**src/rtl/tle_pkg.sv**
```systemverilog
`timescale 1ns / 1ps
`default_nettype none

package tle_pkg;

    typedef enum logic [1:0] {
        CMD_RX      = 2'd0,
        CMD_READ    = 2'd1,
        CMD_RELEASE = 2'd2,
        CMD_TX      = 2'd3
    } tle_cmd_t;

    typedef enum logic [2:0] {
        SEQ_SINGLE = 3'd0,
        SEQ_PROMPT = 3'd1,
        SEQ_ERASE  = 3'd2,
        SEQ_CRLF   = 3'd3,
        SEQ_READ   = 3'd4
    } tle_seq_t;

    localparam logic [7:0] CH_CR     = 8'h0D;
    localparam logic [7:0] CH_LF     = 8'h0A;
    localparam logic [7:0] CH_BS     = 8'h08;
    localparam logic [7:0] CH_DEL    = 8'h7F;
    localparam logic [7:0] CH_PROMPT = 8'h3E;
    localparam logic [7:0] CH_SPACE  = 8'h20;
    localparam logic [7:0] CH_TILDE  = 8'h7E;
    localparam logic [7:0] CH_NUL    = 8'h00;

    typedef struct packed {
        tle_seq_t   seq;
        logic       kind;
        logic [7:0] data;
        logic       grant;
        logic       ready_flag;
        logic [6:0] length_now;
    } tle_job_t;

    function automatic logic [2:0] seq_count(input tle_seq_t seq);
        logic [2:0] n;
        unique case (seq)
            SEQ_PROMPT: n = 3'd5;
            SEQ_ERASE:  n = 3'd3;
            SEQ_CRLF:   n = 3'd2;
            SEQ_SINGLE: n = 3'd1;
            SEQ_READ:   n = 3'd1;
            default:    n = 3'd1;
        endcase
        return n;
    endfunction

    function automatic logic [7:0] seq_byte(input tle_seq_t seq, input logic [2:0] step,
                                            input logic [7:0] data, input logic grant,
                                            input logic [7:0] rd);
        logic [7:0] b;
        unique case (seq)
            SEQ_PROMPT:
            begin
                unique case (step)
                    3'd0, 3'd1: b = CH_CR;
                    3'd2:       b = CH_LF;
                    3'd3:       b = CH_PROMPT;
                    default:    b = CH_SPACE;
                endcase
            end
            SEQ_ERASE:  b = (step == 3'd1) ? CH_SPACE : CH_BS;
            SEQ_CRLF:   b = (step == 3'd0) ? CH_CR : CH_LF;
            SEQ_SINGLE: b = data;
            SEQ_READ:   b = grant ? rd : CH_NUL;
            default:    b = data;
        endcase
        return b;
    endfunction

endpackage

`default_nettype wire

```
**src/rtl/tle_if.sv**
```systemverilog
`timescale 1ns / 1ps
`default_nettype none

interface tle_in_if;
    logic       valid;
    logic       ready;
    logic [1:0] command;
    logic [7:0] data_byte;
    logic [6:0] read_index;

    modport source (output valid, output command, output data_byte, output read_index,
                    input ready);
    modport sink (input valid, input command, input data_byte, input read_index,
                  output ready);
endinterface

interface tle_out_if;
    logic       valid;
    logic       ready;
    logic       out_kind;
    logic [7:0] out_byte;
    logic       last;
    logic       ready_flag;
    logic [6:0] length_now;

    modport source (output valid, output out_kind, output out_byte, output last,
                    output ready_flag, output length_now, input ready);
    modport sink (input valid, input out_kind, input out_byte, input last,
                  input ready_flag, input length_now, output ready);
endinterface

`default_nettype wire

```
**src/rtl/terminal_line_editor_echo_unit.sv**
```systemverilog
`timescale 1ns / 1ps
`default_nettype none

// Line editor with echo for a serial console.
// Channel cmd takes requests: command 0 received byte, 1 read line byte at
// read_index, 2 release line, 3 host transmit byte. Channel res returns the
// results: echo and transmit bytes (out_kind 0) and line read data
// (out_kind 1), with last marking the final result of a request and the
// line state after that request in ready_flag and length_now.
// The line is kept in a LINE_SIZE x 8 synchronous memory; length and the
// ready flag sit in registers next to it. A request is decoded, the state
// updated and the memory accessed in the cycle it is accepted; results then
// leave through a sequencer and an output register.
// Results per request: 1 to 5 (empty-line CR/LF gives 5, erase 3, host LF
// 2), or none; the sequencer emits one byte per cycle while res is not
// stalled, and takes the next request with results as it emits the last
// byte of the previous one.
// Reset clears length, ready flag and all pending results; the line memory
// is not cleared. When res stalls, the output register holds and cmd.ready
// drops once the sequencer has a request waiting behind it.
module terminal_line_editor_echo_unit #(
    parameter int LINE_SIZE = 128
) (
    input  wire logic clk,
    input  wire logic rst_n,
    tle_in_if.sink    cmd,
    tle_out_if.source res
);

    import tle_pkg::*;

    localparam int AW = $clog2(LINE_SIZE);
    localparam int IW = (AW > 7) ? AW : 7;

    logic [AW-1:0] length_reg;
    logic [AW-1:0] length_next;
    logic          ready_reg;
    logic          ready_next;

    logic          accept;
    logic          job_free;
    logic          has_res;
    logic          wr_en;
    logic          rd_en;
    logic          grant;
    tle_seq_t      seq;
    tle_job_t      job;
    logic [7:0]    rd_data;
    logic [7:0]    b;
    logic [IW-1:0] idx_ext;

    assign accept  = cmd.valid && cmd.ready;
    assign b       = cmd.data_byte;
    assign idx_ext = IW'(cmd.read_index);
    assign grant   = ready_reg && (idx_ext < IW'(length_reg));

    always_comb
    begin
        has_res     = 1'b0;
        seq         = SEQ_SINGLE;
        length_next = length_reg;
        ready_next  = ready_reg;
        wr_en       = 1'b0;
        rd_en       = 1'b0;
        unique case (tle_cmd_t'(cmd.command))
            CMD_RX:
            begin
                if (!ready_reg)
                begin
                    if (b == CH_CR || b == CH_LF)
                    begin
                        if (length_reg != '0)
                        begin
                            ready_next = 1'b1;
                        end
                        else
                        begin
                            has_res = 1'b1;
                            seq     = SEQ_PROMPT;
                        end
                    end
                    else if (b == CH_BS || b == CH_DEL)
                    begin
                        if (length_reg != '0)
                        begin
                            length_next = length_reg - AW'(1);
                            has_res     = 1'b1;
                            seq         = SEQ_ERASE;
                        end
                    end
                    else if (b >= CH_SPACE && b <= CH_TILDE
                             && length_reg < AW'(LINE_SIZE - 1))
                    begin
                        wr_en       = accept;
                        length_next = length_reg + AW'(1);
                        has_res     = 1'b1;
                        seq         = SEQ_SINGLE;
                    end
                end
            end
            CMD_READ:
            begin
                has_res = 1'b1;
                seq     = SEQ_READ;
                rd_en   = accept && grant;
            end
            CMD_RELEASE:
            begin
                if (ready_reg)
                begin
                    ready_next  = 1'b0;
                    length_next = '0;
                end
            end
            CMD_TX:
            begin
                has_res = 1'b1;
                seq     = (b == CH_LF) ? SEQ_CRLF : SEQ_SINGLE;
            end
            default:
            begin
                has_res = 1'b0;
            end
        endcase
    end

    always_comb
    begin
        job.seq        = seq;
        job.kind       = (seq == SEQ_READ);
        job.data       = b;
        job.grant      = grant;
        job.ready_flag = ready_next;
        job.length_now = 7'(length_next);
    end

    assign cmd.ready = job_free;

    always_ff @(posedge clk or negedge rst_n)
    begin
        if (!rst_n)
        begin
            length_reg <= '0;
            ready_reg  <= 1'b0;
        end
        else if (accept)
        begin
            length_reg <= length_next;
            ready_reg  <= ready_next;
        end
    end

    // writes only happen with no line ready and reads only with one ready,
    // so a read never meets a write to the same entry still in flight
    tle_line_mem #(
        .DEPTH (LINE_SIZE),
        .AW    (AW)
    ) u_mem (
        .clk     (clk),
        .wr_en   (wr_en),
        .wr_addr (length_reg),
        .wr_data (b),
        .rd_en   (rd_en),
        .rd_addr (idx_ext[AW-1:0]),
        .rd_data (rd_data)
    );

    tle_emitter u_emit (
        .clk      (clk),
        .rst_n    (rst_n),
        .job_load (accept && has_res),
        .job      (job),
        .rd_data  (rd_data),
        .job_free (job_free),
        .res      (res)
    );

`ifndef SYNTHESIS
    a_length_bound: assert property (@(posedge clk) disable iff (!rst_n)
        IW'(length_reg) < IW'(LINE_SIZE - 1) || IW'(length_reg) == IW'(LINE_SIZE - 1))
        else $error("line length beyond store size");

    a_ready_nonempty: assert property (@(posedge clk) disable iff (!rst_n)
        ready_reg |-> (length_reg != '0))
        else $error("line ready with empty line");

    a_release_clears: assert property (@(posedge clk) disable iff (!rst_n)
        (accept && cmd.command == CMD_RELEASE && ready_reg)
        |=> (!ready_reg && length_reg == '0))
        else $error("release did not clear the line");
`endif

endmodule

`default_nettype wire

```
**src/rtl/tle_line_mem.sv**
```systemverilog
`timescale 1ns / 1ps
`default_nettype none

module tle_line_mem #(
    parameter int DEPTH = 128,
    parameter int AW    = $clog2(DEPTH)
) (
    input  wire logic          clk,
    input  wire logic          wr_en,
    input  wire logic [AW-1:0] wr_addr,
    input  wire logic [7:0]    wr_data,
    input  wire logic          rd_en,
    input  wire logic [AW-1:0] rd_addr,
    output logic      [7:0]    rd_data
);

    logic [7:0] mem [DEPTH];

    always_ff @(posedge clk)
    begin
        if (wr_en)
        begin
            mem[wr_addr] <= wr_data;
        end
    end

    // hold read data until the next read
    always_ff @(posedge clk)
    begin
        if (rd_en)
        begin
            rd_data <= mem[rd_addr];
        end
    end

endmodule

`default_nettype wire

```
**src/rtl/tle_emitter.sv**
```systemverilog
`timescale 1ns / 1ps
`default_nettype none

module tle_emitter (
    input  wire logic              clk,
    input  wire logic              rst_n,
    input  wire logic              job_load,
    input  wire tle_pkg::tle_job_t job,
    input  wire logic [7:0]        rd_data,
    output logic                   job_free,
    tle_out_if.source              res
);

    import tle_pkg::*;

    tle_job_t   job_reg;
    logic       job_valid_reg;
    logic [2:0] step_reg;
    logic       out_valid_reg;
    logic       out_kind_reg;
    logic [7:0] out_byte_reg;
    logic       last_reg;
    logic       ready_flag_reg;
    logic [6:0] length_now_reg;

    logic       load_ok;
    logic       emit;
    logic       final_step;
    logic       job_done;
    logic [7:0] byte_next;

    assign load_ok    = !out_valid_reg || res.ready;
    assign emit       = job_valid_reg && load_ok;
    assign final_step = (step_reg == (seq_count(job_reg.seq) - 3'd1));
    assign job_done   = emit && final_step;
    assign job_free   = !job_valid_reg || job_done;
    assign byte_next  = seq_byte(job_reg.seq, step_reg, job_reg.data, job_reg.grant, rd_data);

    always_ff @(posedge clk or negedge rst_n)
    begin
        if (!rst_n)
        begin
            job_valid_reg <= 1'b0;
            step_reg      <= 3'd0;
            out_valid_reg <= 1'b0;
        end
        else
        begin
            if (job_load)
            begin
                job_valid_reg <= 1'b1;
                step_reg      <= 3'd0;
            end
            else if (job_done)
            begin
                job_valid_reg <= 1'b0;
            end
            else if (emit)
            begin
                step_reg <= step_reg + 3'd1;
            end

            if (emit)
            begin
                out_valid_reg <= 1'b1;
            end
            else if (res.ready)
            begin
                out_valid_reg <= 1'b0;
            end
        end
    end

    always_ff @(posedge clk)
    begin
        if (job_load)
        begin
            job_reg <= job;
        end
        if (emit)
        begin
            out_kind_reg   <= job_reg.kind;
            out_byte_reg   <= byte_next;
            last_reg       <= final_step;
            ready_flag_reg <= job_reg.ready_flag;
            length_now_reg <= job_reg.length_now;
        end
    end

    assign res.valid      = out_valid_reg;
    assign res.out_kind   = out_kind_reg;
    assign res.out_byte   = out_byte_reg;
    assign res.last       = last_reg;
    assign res.ready_flag = ready_flag_reg;
    assign res.length_now = length_now_reg;

`ifndef SYNTHESIS
    a_step_in_range: assert property (@(posedge clk) disable iff (!rst_n)
        job_valid_reg |-> (step_reg < seq_count(job_reg.seq)))
        else $error("emitter step beyond sequence length");

    a_denied_read_zero: assert property (@(posedge clk) disable iff (!rst_n)
        (emit && job_reg.seq == SEQ_READ && !job_reg.grant) |=> (res.out_byte == CH_NUL))
        else $error("denied line read returned nonzero byte");
`endif

endmodule

`default_nettype wire

```
**src/flat_wrapper.sv**
```systemverilog
// flat-port wrapper written by rule: the top's interface ports become plain ports
module terminal_line_editor_echo_unit_flat import tle_pkg::*;
#(
    parameter int LINE_SIZE = 128
)
  (clk, rst_n, cmd_valid, cmd_command, cmd_data_byte, cmd_read_index, cmd_ready, res_valid, res_out_kind, res_out_byte, res_last, res_ready_flag, res_length_now, res_ready);
  tle_in_if cmd_i ();
  tle_out_if res_i ();
  input  wire logic clk;
  input  wire logic rst_n;
  input wire logic [$bits(cmd_i.valid)-1:0] cmd_valid;
  input wire logic [$bits(cmd_i.command)-1:0] cmd_command;
  input wire logic [$bits(cmd_i.data_byte)-1:0] cmd_data_byte;
  input wire logic [$bits(cmd_i.read_index)-1:0] cmd_read_index;
  output wire logic [$bits(cmd_i.ready)-1:0] cmd_ready;
  output wire logic [$bits(res_i.valid)-1:0] res_valid;
  output wire logic [$bits(res_i.out_kind)-1:0] res_out_kind;
  output wire logic [$bits(res_i.out_byte)-1:0] res_out_byte;
  output wire logic [$bits(res_i.last)-1:0] res_last;
  output wire logic [$bits(res_i.ready_flag)-1:0] res_ready_flag;
  output wire logic [$bits(res_i.length_now)-1:0] res_length_now;
  input wire logic [$bits(res_i.ready)-1:0] res_ready;
  assign cmd_i.valid = cmd_valid;
  assign cmd_i.command = cmd_command;
  assign cmd_i.data_byte = cmd_data_byte;
  assign cmd_i.read_index = cmd_read_index;
  assign cmd_ready = cmd_i.ready;
  assign res_valid = res_i.valid;
  assign res_out_kind = res_i.out_kind;
  assign res_out_byte = res_i.out_byte;
  assign res_last = res_i.last;
  assign res_ready_flag = res_i.ready_flag;
  assign res_length_now = res_i.length_now;
  assign res_i.ready = res_ready;
  terminal_line_editor_echo_unit #(.LINE_SIZE(LINE_SIZE)) u_core (.clk(clk), .rst_n(rst_n), .cmd(cmd_i), .res(res_i));
endmodule
```
**config.mk**
```make
export PLATFORM = sky130hd
export DESIGN_NAME = terminal_line_editor_echo_unit_flat
export DESIGN_NICKNAME = d
export VERILOG_FILES = /design/src/rtl/tle_pkg.sv /design/src/rtl/tle_if.sv /design/src/rtl/terminal_line_editor_echo_unit.sv /design/src/rtl/tle_line_mem.sv /design/src/rtl/tle_emitter.sv /design/src/flat_wrapper.sv
export SDC_FILE = /design/constraint.sdc
export NUM_CORES = 1
export LEC_CHECK = 0
export BUFFER_PORTS_ARGS = -buffer_cell sky130_fd_sc_hd__buf_4
export CAP_MARGIN = 25
export CORE_MARGIN = 5
export CORE_UTILIZATION = 35
export CTS_CLUSTER_SIZE = 16
export DETAILED_ROUTE_END_ITERATION = 12
export GPL_TIMING_DRIVEN = 0
export PLACE_DENSITY = 0.48
export SYNTH_ARGS = -nofsm -noshare
export SYNTH_HDL_FRONTEND = slang
export SYNTH_HIERARCHICAL = 1
export SYNTH_SLANG_ARGS = --single-unit
```
**constraint.sdc**
```tcl
create_clock -name clk -period 5.35 [get_ports clk]
set_clock_uncertainty 0.05 [all_clocks]
set_input_delay 1.07 -clock clk [delete_from_list [all_inputs] [get_ports clk]]
set_output_delay 1.07 -clock clk [all_outputs]
set_load 0.1 [all_outputs]
```
==> summary.md, run 1 <==
| Metric | Value |
|---|---|
| Fin. Hold Viols | 0 |
| Most frequent standard cell in the layout excluding fill and tap cells | sky130_fd_sc_hd__edfxtp_1 |
| Arrival time of the worst setup path | 5.52 ns |
| Number of pins with negative max-slew slack in the final report | 0 |
| Kind of start point of the critical path | input pin |
| Area of the mapped netlist | 42800 µm² |
| Dominant combinational cell family by area after synthesis | multiplexers |
| Largest fanout on the critical path | 106 |
| Clock-pin slew on the worst setup and hold paths | 0.06 ns |
| Design internal power | 14.7 mW |
| Static Leak | 15.2 nW |
| Vias per std cell | 5.35 |
| Pin count of the biggest net entering global routing | 107 |
| Initial Utilization | 0.352 |
| Synthesized netlist cell count | 1929 |
| First-pass detailed-route iteration total | 6 |
| Maximum clock frequency | 0.190 GHz |
| Floorplan core area | 122000 µm² |
| Sequential fraction of design power | 0.493 |
| Total clock buffers created by CTS | 115 |
| Portion of the post-synthesis area used by sequential elements | 0.758 |
| Net count of the mapped netlist | 1962 |
| Synth unique cells | 70 |
| Post-synthesis share of cell area spent on and, or, nand and nor gates | 0.0300 |
| Largest delay contributor family on the critical path | simple AND/OR/NAND/NOR gates |
| List of cells traversed by the critical path | buf_6 > buf_16 > o21bai_1 > a41oi_1 > o21ai_0 > nor2_1 > clkbuf_1 > nand4_1 > buf_2 > nor2_2 |
| P_sw | 4.88 mW |
| Port Buf Inserts | 39 |
| Final layout net count | 2148 |
| Number of flip-flops and latches in the synthesized netlist | 1084 |
| Clock tree from TritonCTS | built |
| IR drop worst, VDD | 0.347 mV |
| Cell type of the slowest stage on the worst timing path | sky130_fd_sc_hd__nand4_1 |
| Multiplexer fraction of the synthesized cell area | 0.181 |
| H-tree level count | 3 |
| First-pass GRT wire length | 161000 µm |
| Number of buffers inserted by post-CTS setup repair | 0 |
| Fraction of registers with async set or reset after synthesis | 0.0120 |
| Average detailed-routed wire length per instance | 29.7 µm |
| Area added between synthesis and finish | 16.2% |
| Unrepaired setup endpoints after global routing | true |
| Fraction of power spent switching nets | 0.250 |
| Share of cells above drive strength 1 | 0.331 |
| CP required | 5.61 ns |
| Post-detailed-placement half-perimeter wirelength | 75600 µm |
| Detailed-route wire length | 114000 µm |
| Fillers | 10.7k |
| Number of enable flip-flop cells after synthesis | 1071 |
| Count of vias placed by the detailed router | 20.5k |
| Buffers from clock root to sink, at most | 3 |
| Maximum capacitance violations | 0 |
| Buffers & Inverters on Critical Path | 4 |
| Crit end category | flip-flop |
| Hold slack | 0.184 ns |
| Clock sink count | 1084 |
| Power per standard cell area | 392 nW/µm² |
| Clk Latency, worst-skew pair | 0.68 ns |
| Adder-cell share of the synthesized area | 0.00350 |
| Setup violations, final | 0 |
| Max FFs per register | 1024 |
| Min-Delay Path Class | in2async |
| Levels on crit path | 10 |
| Total number of yosys warnings | 6 |
| Share of the synthesized area in compound gates (AO/OA/AOI/OAI) | 0.0151 |
| Fraction of power consumed by combinational cells | 0.113 |
| Clock Power Share | 0.394 |
| Number of cells traversed by the worst register-to-register path | 13 |
| CTS root buffer | sky130_fd_sc_hd__clkbuf_16 |
| Number of instances resized during post-cts repair | 76 |
| Hold buffers post-CTS | 0 |
| Die Y | 360 µm |
| Syn avg cell area | 22.2 µm² |
| XOR/XNOR Fraction of Synth Area | 0 |
| RD Place Congestion | 0.814 |
| Period utilization | 0.983 |
| Antenna violations before repair | 8 |
| Final Critical Period | 5.26 ns |
| Aggregate global-route resource usage | 0.174 |
| Worst slew margin | 0.307 |
| I/O Pins | 41 |
| Overall die area | 130000 µm² |
| Number of design rule violations left after detail routing | 0 |
| Starting DRT DRC Count | 2043 |
| Post-route ant nets | 0 |
| Number of core rows | 128 |
| Count of non-filler cells in the finished layout | 3835 |
| Aggregate negative setup slack | 0 ns |
| Chip Width | 360 µm |
| Peak per-stage delay on the critical path | 0.59 ns |
| Prevailing post-synth register cell | sky130_fd_sc_hd__edfxtp_1 |
| Run status | finished, final reports clean |
| Most frequent cells in the layout | sky130_fd_sc_hd__edfxtp_1, sky130_fd_sc_hd__mux4_2, sky130_fd_sc_hd__clkbuf_16 |
| Vias in the first global route | 21.4k |
| Cell total after placement | 3614 |
| WS Path Type | in2reg |
| Worst Max-Slew Pin Slew | 1.04 ns |
| Total grt overflow | 0 |
[final cells by class]
type | instances | area (µm²) | area share
Multi-Input combinational cell | 728 | 10200 | 0.206
Antenna cell | 1 | 2.50 | 0.0000503
Inverter | 14 | 52.6 | 0.00106
Tap cell | 1625 | 2030 | 0.0408
Clock inverter | 68 | 538 | 0.0108
Clock buffer | 143 | 3120 | 0.0626
Timing Repair Buffer | 69 | 811 | 0.0163
Buffer | 103 | 495 | 0.00995
Sequential cell | 1084 | 32500 | 0.653
[per-layer routing]
layer	global-route usage	wire (µm)	share of wire
met1	0.236	48300	0.42
met4	0.0408	2810	0.025
met5	0	13	0.00011
met3	0.0373	6740	0.059
met2	0.290	56100	0.49
[worst register-to-register path: stages (launching register included)]
cell,delay [ns]
sky130_fd_sc_hd__edfxtp_1,0.37
sky130_fd_sc_hd__buf_6,0.15
sky130_fd_sc_hd__or3b_4,0.40
sky130_fd_sc_hd__a2111oi_4,0.37
sky130_fd_sc_hd__o21ai_1,0.15
sky130_fd_sc_hd__nand2_1,0.12
sky130_fd_sc_hd__and2_1,0.14
sky130_fd_sc_hd__clkbuf_1,0.38
sky130_fd_sc_hd__nand2_1,0.20
sky130_fd_sc_hd__nor2_1,0.39
sky130_fd_sc_hd__clkbuf_1,0.39
sky130_fd_sc_hd__nand4_1,0.59
sky130_fd_sc_hd__buf_2,0.59
sky130_fd_sc_hd__nor2_2,0.56
[kinds of logic after synthesis]
group	after synthesis
simple gates	275
compound gates	88
buf+inv	117
mux	353
fa+ha+maj	12
flops	1084
[power groups by stage]
| stage | combinational, mW | sequential [mW] | clock (mW) |
|---|---|---|---|
| 5_1_grt | 2.32 | 9.65 | 8.28 |
| 4_1_cts | 2.18 | 9.63 | 7.93 |
| 3_3_place_gp | 2.11 | 9.81 | 0 |
| 6_report | 2.20 | 9.64 | 7.70 |
| 3_5_place_dp | 2.17 | 9.81 | 0 |
| 2_1_floorplan | 1.02 | 10.1 | 0 |
[through the flow]
| stage | total power [mW] | instance area [µm²] | util | worst slack (ns) |
|---|---|---|---|---|
| floorplan | 11.2 | 42800 | - | 0.942 |
| global placement | 11.9 | 45200 | 0.371 | -1.99 |
| detailed placement | 12.0 | 45600 | 0.375 | -1.34 |
| CTS | 19.7 | 49500 | 0.406 | -0.170 |
| global route | 20.2 | 49800 | 0.409 | -0.00638 |
| finish | 19.5 | 49800 | 0.409 | 0.0922 |
[cells in the mapped netlist, types with 3 or more instances]
master	number	area, µm²
sky130_fd_sc_hd__and3_1	4	25.0
sky130_fd_sc_hd__buf_6	3	33.8
sky130_fd_sc_hd__o21ai_0	18	90.1
sky130_fd_sc_hd__o21bai_1	3	22.5
sky130_fd_sc_hd__nand2b_1	9	56.3
sky130_fd_sc_hd__a21o_1	5	37.5
sky130_fd_sc_hd__a22oi_1	4	30.0
sky130_fd_sc_hd__or3_1	3	18.8
sky130_fd_sc_hd__clkbuf_1	53	199
sky130_fd_sc_hd__mux2_2	9	101
sky130_fd_sc_hd__nand3b_1	3	22.5
sky130_fd_sc_hd__dfrtp_1	13	325
sky130_fd_sc_hd__nor2b_1	11	68.8
sky130_fd_sc_hd__a211o_1	3	26.3
sky130_fd_sc_hd__inv_1	14	52.6
sky130_fd_sc_hd__mux4_2	336	7570
sky130_fd_sc_hd__ha_1	12	150
sky130_fd_sc_hd__and2_1	3	18.8
sky130_fd_sc_hd__o221ai_1	4	35.0
sky130_fd_sc_hd__nand4_1	7	43.8
sky130_fd_sc_hd__a22o_1	3	26.3
sky130_fd_sc_hd__nor4_1	3	18.8
sky130_fd_sc_hd__edfxtp_1	1071	32200
sky130_fd_sc_hd__buf_2	17	85.1
sky130_fd_sc_hd__nand3_1	22	110
sky130_fd_sc_hd__nand2_1	36	135
sky130_fd_sc_hd__nor2_1	137	514
sky130_fd_sc_hd__nor3_1	19	95.1
sky130_fd_sc_hd__buf_1	18	67.6
sky130_fd_sc_hd__a31oi_1	5	31.3
sky130_fd_sc_hd__o22ai_1	3	18.8
sky130_fd_sc_hd__a21oi_1	13	65.1
sky130_fd_sc_hd__mux2i_1	6	60.1
sky130_fd_sc_hd__buf_4	11	82.6
[final timing paths]
path	slack (ns)	endpoint	start
worst max register to register	0.13	u_core/u_mem/mem[127][5]$_DFFE_PP_	u_core/u_emit/job_reg[18]$_DFFE_PP_
max in group asynchronous	4.89	u_core/u_emit/res.valid$_DFFE_PN0P_	rst_n
worst max-delay path	0.09	u_core/u_mem/mem[127][5]$_DFFE_PP_	cmd_data_byte[6]
worst min-delay path	0.18	u_core/u_emit/step_reg[0]$_DFFE_PN0P_	rst_n
worst min register to register	0.36	u_core/u_emit/res.out_kind$_DFFE_PP_	u_core/u_emit/job_reg[17]$_DFFE_PP_
min in group clk	0.36	u_core/u_emit/res.out_kind$_DFFE_PP_	u_core/u_emit/job_reg[17]$_DFFE_PP_
Note: power is estimated with default switching activity, not from simulation.
==> run 2, diff against run 1 <==
--- a/config.mk
+++ b/config.mk
@@ -5,14 +5,15 @@
 export SDC_FILE = /design/constraint.sdc
 export NUM_CORES = 1
 export LEC_CHECK = 0
-export BUFFER_PORTS_ARGS = -buffer_cell sky130_fd_sc_hd__buf_4
 export CAP_MARGIN = 25
 export CORE_MARGIN = 5
 export CORE_UTILIZATION = 35
 export CTS_CLUSTER_SIZE = 16
 export DETAILED_ROUTE_END_ITERATION = 12
+export DONT_BUFFER_PORTS = 1
 export GPL_TIMING_DRIVEN = 0
 export PLACE_DENSITY = 0.48
+export SLEW_MARGIN = 20
 export SYNTH_ARGS = -nofsm -noshare
 export SYNTH_HDL_FRONTEND = slang
 export SYNTH_HIERARCHICAL = 1
==> summary.md, run 2 (synthesis gave the netlist of run 1 again) <==
| Metric | Value |
|---|---|
| Run status | finished, final reports clean (unchanged) |
| Clk Latency, worst-skew pair | 0.70 ns (was 0.68 ns) |
| Fraction of power spent switching nets | 0.247 (was 0.250) |
| Maximum capacitance violations | 0 (unchanged) |
| Number of design rule violations left after detail routing | 0 (unchanged) |
| Sequential fraction of design power | 0.519 (was 0.493) |
| Post-route ant nets | 0 (unchanged) |
| Most frequent cells in the layout | sky130_fd_sc_hd__edfxtp_1, sky130_fd_sc_hd__mux4_2, sky130_fd_sc_hd__clkbuf_16 (unchanged) |
| Hold path cells | 0 |
| Vias per std cell | 5.40 (was 5.35) |
| Static Leak | 14.9 nW (was 15.2 nW) |
| Setup slack of the critical path after layout | 0.172 ns (was 0.0922 ns) |
| First-pass GRT wire length | 160000 µm (was 161000 µm) |
| Post-detailed-placement half-perimeter wirelength | 71900 µm (was 75600 µm) |
| Area added between synthesis and finish | 14.9% (was 16.2%) |
| Antenna violations before repair | 5 (was 8) |
| Endpoint of the lowest-slack register-to-register path | u_core/u_mem/mem[28][6]$_DFFE_PP_ (was u_core/u_mem/mem[127][5]$_DFFE_PP_) |
| Non-Filler Cell Area, Final | 49200 µm² (was 49800 µm²) |
| Reg2Reg Setup Slack | 0.17 ns (was 0.13 ns) |
| FF-to-FF Start | u_core/u_emit/job_reg[18]$_DFFE_PP_ (unchanged) |
| Fillers | 10.8k (was 10.7k) |
| Cell area reported after detailed placement | 45100 µm² (was 45600 µm²) |
| Max FFs per register | 1024 (unchanged) |
| Fraction of power consumed by combinational cells | 0.080 (was 0.113) |
| Die Y | 360 µm (unchanged) |
| Maximum clock frequency | 0.193 GHz (was 0.190 GHz) |
| Unrepaired setup endpoints after global routing | true (unchanged) |
| Setup violations, final | 0 (unchanged) |
| IR drop worst, VDD | 0.301 mV (was 0.347 mV) |
| Share of cells above drive strength 1 | 0.312 (was 0.331) |
| Min-Delay Path Class | reg2reg (was in2async) |
| Worst hold path startpoint | u_core/u_emit/job_reg[4]$_DFFE_PP_ |
| First-pass detailed-route iteration total | 5 (was 6) |
| Pin count of the biggest net entering global routing | 136 (was 107) |
| Total grt overflow | 0 (unchanged) |
| Chip Width | 360 µm (unchanged) |
| Port Buf Inserts | 0 (was 39) |
| Worst Max-Slew Pin Slew | 1.07 ns (was 1.04 ns) |
| P_sw | 4.78 mW (was 4.88 mW) |
| Clock sink count | 1084 (unchanged) |
| Number of cells traversed by the worst register-to-register path | 13 (unchanged) |
| Levels on crit path | 13 (was 10) |
| CP required | 5.61 ns (about the same) |
| Setup slack after placement | -1.13 ns (was -1.34 ns) |
| RD Place Congestion | 0.820 (was 0.814) |
| Buffers from clock root to sink, at most | 3 (unchanged) |
| Clock tree from TritonCTS | built (unchanged) |
| H-tree level count | 3 (unchanged) |
| Aggregate global-route resource usage | 0.172 (was 0.174) |
| Number of core rows | 128 (unchanged) |
| List of cells traversed by the critical path | buf_6 > or3b_4 > a2111oi_4 > o21ai_1 > nand2_4 > and2_2 > nand2_1 > nor2_2 > clkbuf_1 > nor2b_1 > nand2_2 > clkbuf_2 > nor2_1 (was buf_6 > buf_16 > o21bai_1 > a41oi_1 > o21ai_0 > nor2_1 > clkbuf_1 > nand4_1 > buf_2 > nor2_2) |
| Sum of internal, switching and leakage power | 19.3 mW (was 19.5 mW) |
| Detailed-route wire length | 113000 µm (was 114000 µm) |
| Starting DRT DRC Count | 1808 (was 2043) |
| Hold Path Sink | u_core/u_emit/res.length_now[4]$_DFFE_PP_ |
| Count of vias placed by the detailed router | 20.4k (was 20.5k) |
| Buffers & Inverters on Critical Path | 3 (was 4) |
| Number of pins with negative max-slew slack in the final report | 0 (unchanged) |
| Clock-pin slew on the worst setup and hold paths | 0.06 ns (about the same) |
| Overall die area | 130000 µm² (unchanged) |
| Clock Power Share | 0.401 (was 0.394) |
| Number of buffers inserted by post-CTS setup repair | 0 (unchanged) |
| Design internal power | 14.6 mW (was 14.7 mW) |
| WS Path Type | reg2reg (was in2reg) |
| Power per standard cell area | 393 nW/µm² (was 392 nW/µm²) |
| Total clock buffers created by CTS | 116 (was 115) |
| Cell type of the slowest stage on the worst timing path | sky130_fd_sc_hd__nor2_1 (was sky130_fd_sc_hd__nand4_1) |
| Largest delay contributor family on the critical path | simple AND/OR/NAND/NOR gates (unchanged) |
| Vias in the first global route | 20.9k (was 21.4k) |
| Most frequent standard cell in the layout excluding fill and tap cells | sky130_fd_sc_hd__edfxtp_1 (unchanged) |
| Largest fanout on the critical path | 10 (was 106) |
| I/O Pins | 41 (unchanged) |
| Peak per-stage delay on the critical path | 0.66 ns (was 0.59 ns) |
| Final layout net count | 2094 (was 2148) |
| Fin. Hold Viols | 0 (unchanged) |
| Worst slew margin | 0.287 (was 0.307) |
| CTS root buffer | sky130_fd_sc_hd__clkbuf_16 (unchanged) |
| Kind of start point of the critical path | flip-flop (was input pin) |
| Number of inserted diodes | 0 (was 1) |
| Initial Utilization | 0.352 (unchanged) |
| Average detailed-routed wire length per instance | 29.9 µm (was 29.7 µm) |
| Arrival time of the worst setup path | 5.44 ns (was 5.52 ns) |
| Period utilization | 0.968 (was 0.983) |
| Crit end category | flip-flop (unchanged) |
| Final cell utilization of the core | 0.404 (was 0.409) |
| Floorplan core area | 122000 µm² (unchanged) |
| Final Critical Period | 5.18 ns (was 5.26 ns) |
## run 2: cell count changes in the layout (fill, tap and decap cells not counted), sizes merged, moves of 3 or more
cell      before  now
buf          123   63
bufinv         8   11
clkbuf       192  186
clkinv        52   59
clkinvlp       7    4
inv           15   21
## run 2: power by group through the flow
stage                     combinational, mW  sequential [mW]  clock [mW]
after floorplan                        1.02             10.1           0
after global placement                 1.48             10.2           0
after detailed placement               1.50             10.2           0
after CTS                              1.54             10.0        7.97
after global routing                   1.65             10.0        8.32
final                                  1.55             10.0        7.76
## run 2: metrics by stage
step,setup TNS (ns),cells,hold WS (ns)
2_1_floorplan,0,1929,0.350
3_3_place_gp,-821.94,3554,0.355
3_5_place_dp,-602.72,3562,0.355
4_1_cts,0,3776,0.369
5_1_grt,-0.623,3782,0.377
6_report,0,3782,0.367
## run 2: worst max-delay path by stage
stage,slack [ns],to,from
3_3_place_gp,-1.32,u_core/u_mem/mem[36][2]$_DFFE_PP_,u_core/u_emit/job_reg[18]$_DFFE_PP_
5_1_grt,-0.05,u_core/u_mem/mem[92][4]$_DFFE_PP_,u_core/u_emit/step_reg[1]$_DFFE_PN0P_
2_1_floorplan,0.94,u_core/u_mem/mem[30][0]$_DFFE_PP_,u_core/u_emit/job_reg[18]$_DFFE_PP_
4_1_cts,0.09,u_core/u_mem/mem[92][4]$_DFFE_PP_,u_core/u_emit/job_reg[18]$_DFFE_PP_
6_report,0.17,u_core/u_mem/mem[28][6]$_DFFE_PP_,u_core/u_emit/job_reg[18]$_DFFE_PP_
3_5_place_dp,-1.13,u_core/u_mem/mem[30][2]$_DFFE_PP_,u_core/u_emit/step_reg[1]$_DFFE_PN0P_
## run 2: repair_timing
action / CTS / global route
endpoints found under the hold margin: 13 / 0
pin swaps: 0 / 0
endpoints found under the setup margin: 878 / 135
gates cloned: 0 / 0
resized for setup: 108 / 15
hold buffers: 1 / 0
## run 2: final cells by class
type                       instances  area [µm²]  share of cell area
inverter                          14        52.6             0.00107
timing repair buffer              15         210             0.00427
sequential                      1084       32500               0.660
multi-input combinational        728       10300               0.209
buffer                           102         508              0.0103
clock inverter                    81         692              0.0141
clock buffer                     133        2970              0.0603
tap                             1625        2030              0.0413
## run 2: metal layers
layer,vias up,share of wire,global-route usage
li1,8461,-,-
met1,11200,0.43,0.239
met2,622,0.49,0.284
met3,149,0.059,0.0351
met4,0,0.022,0.0368
met5,-,0,0
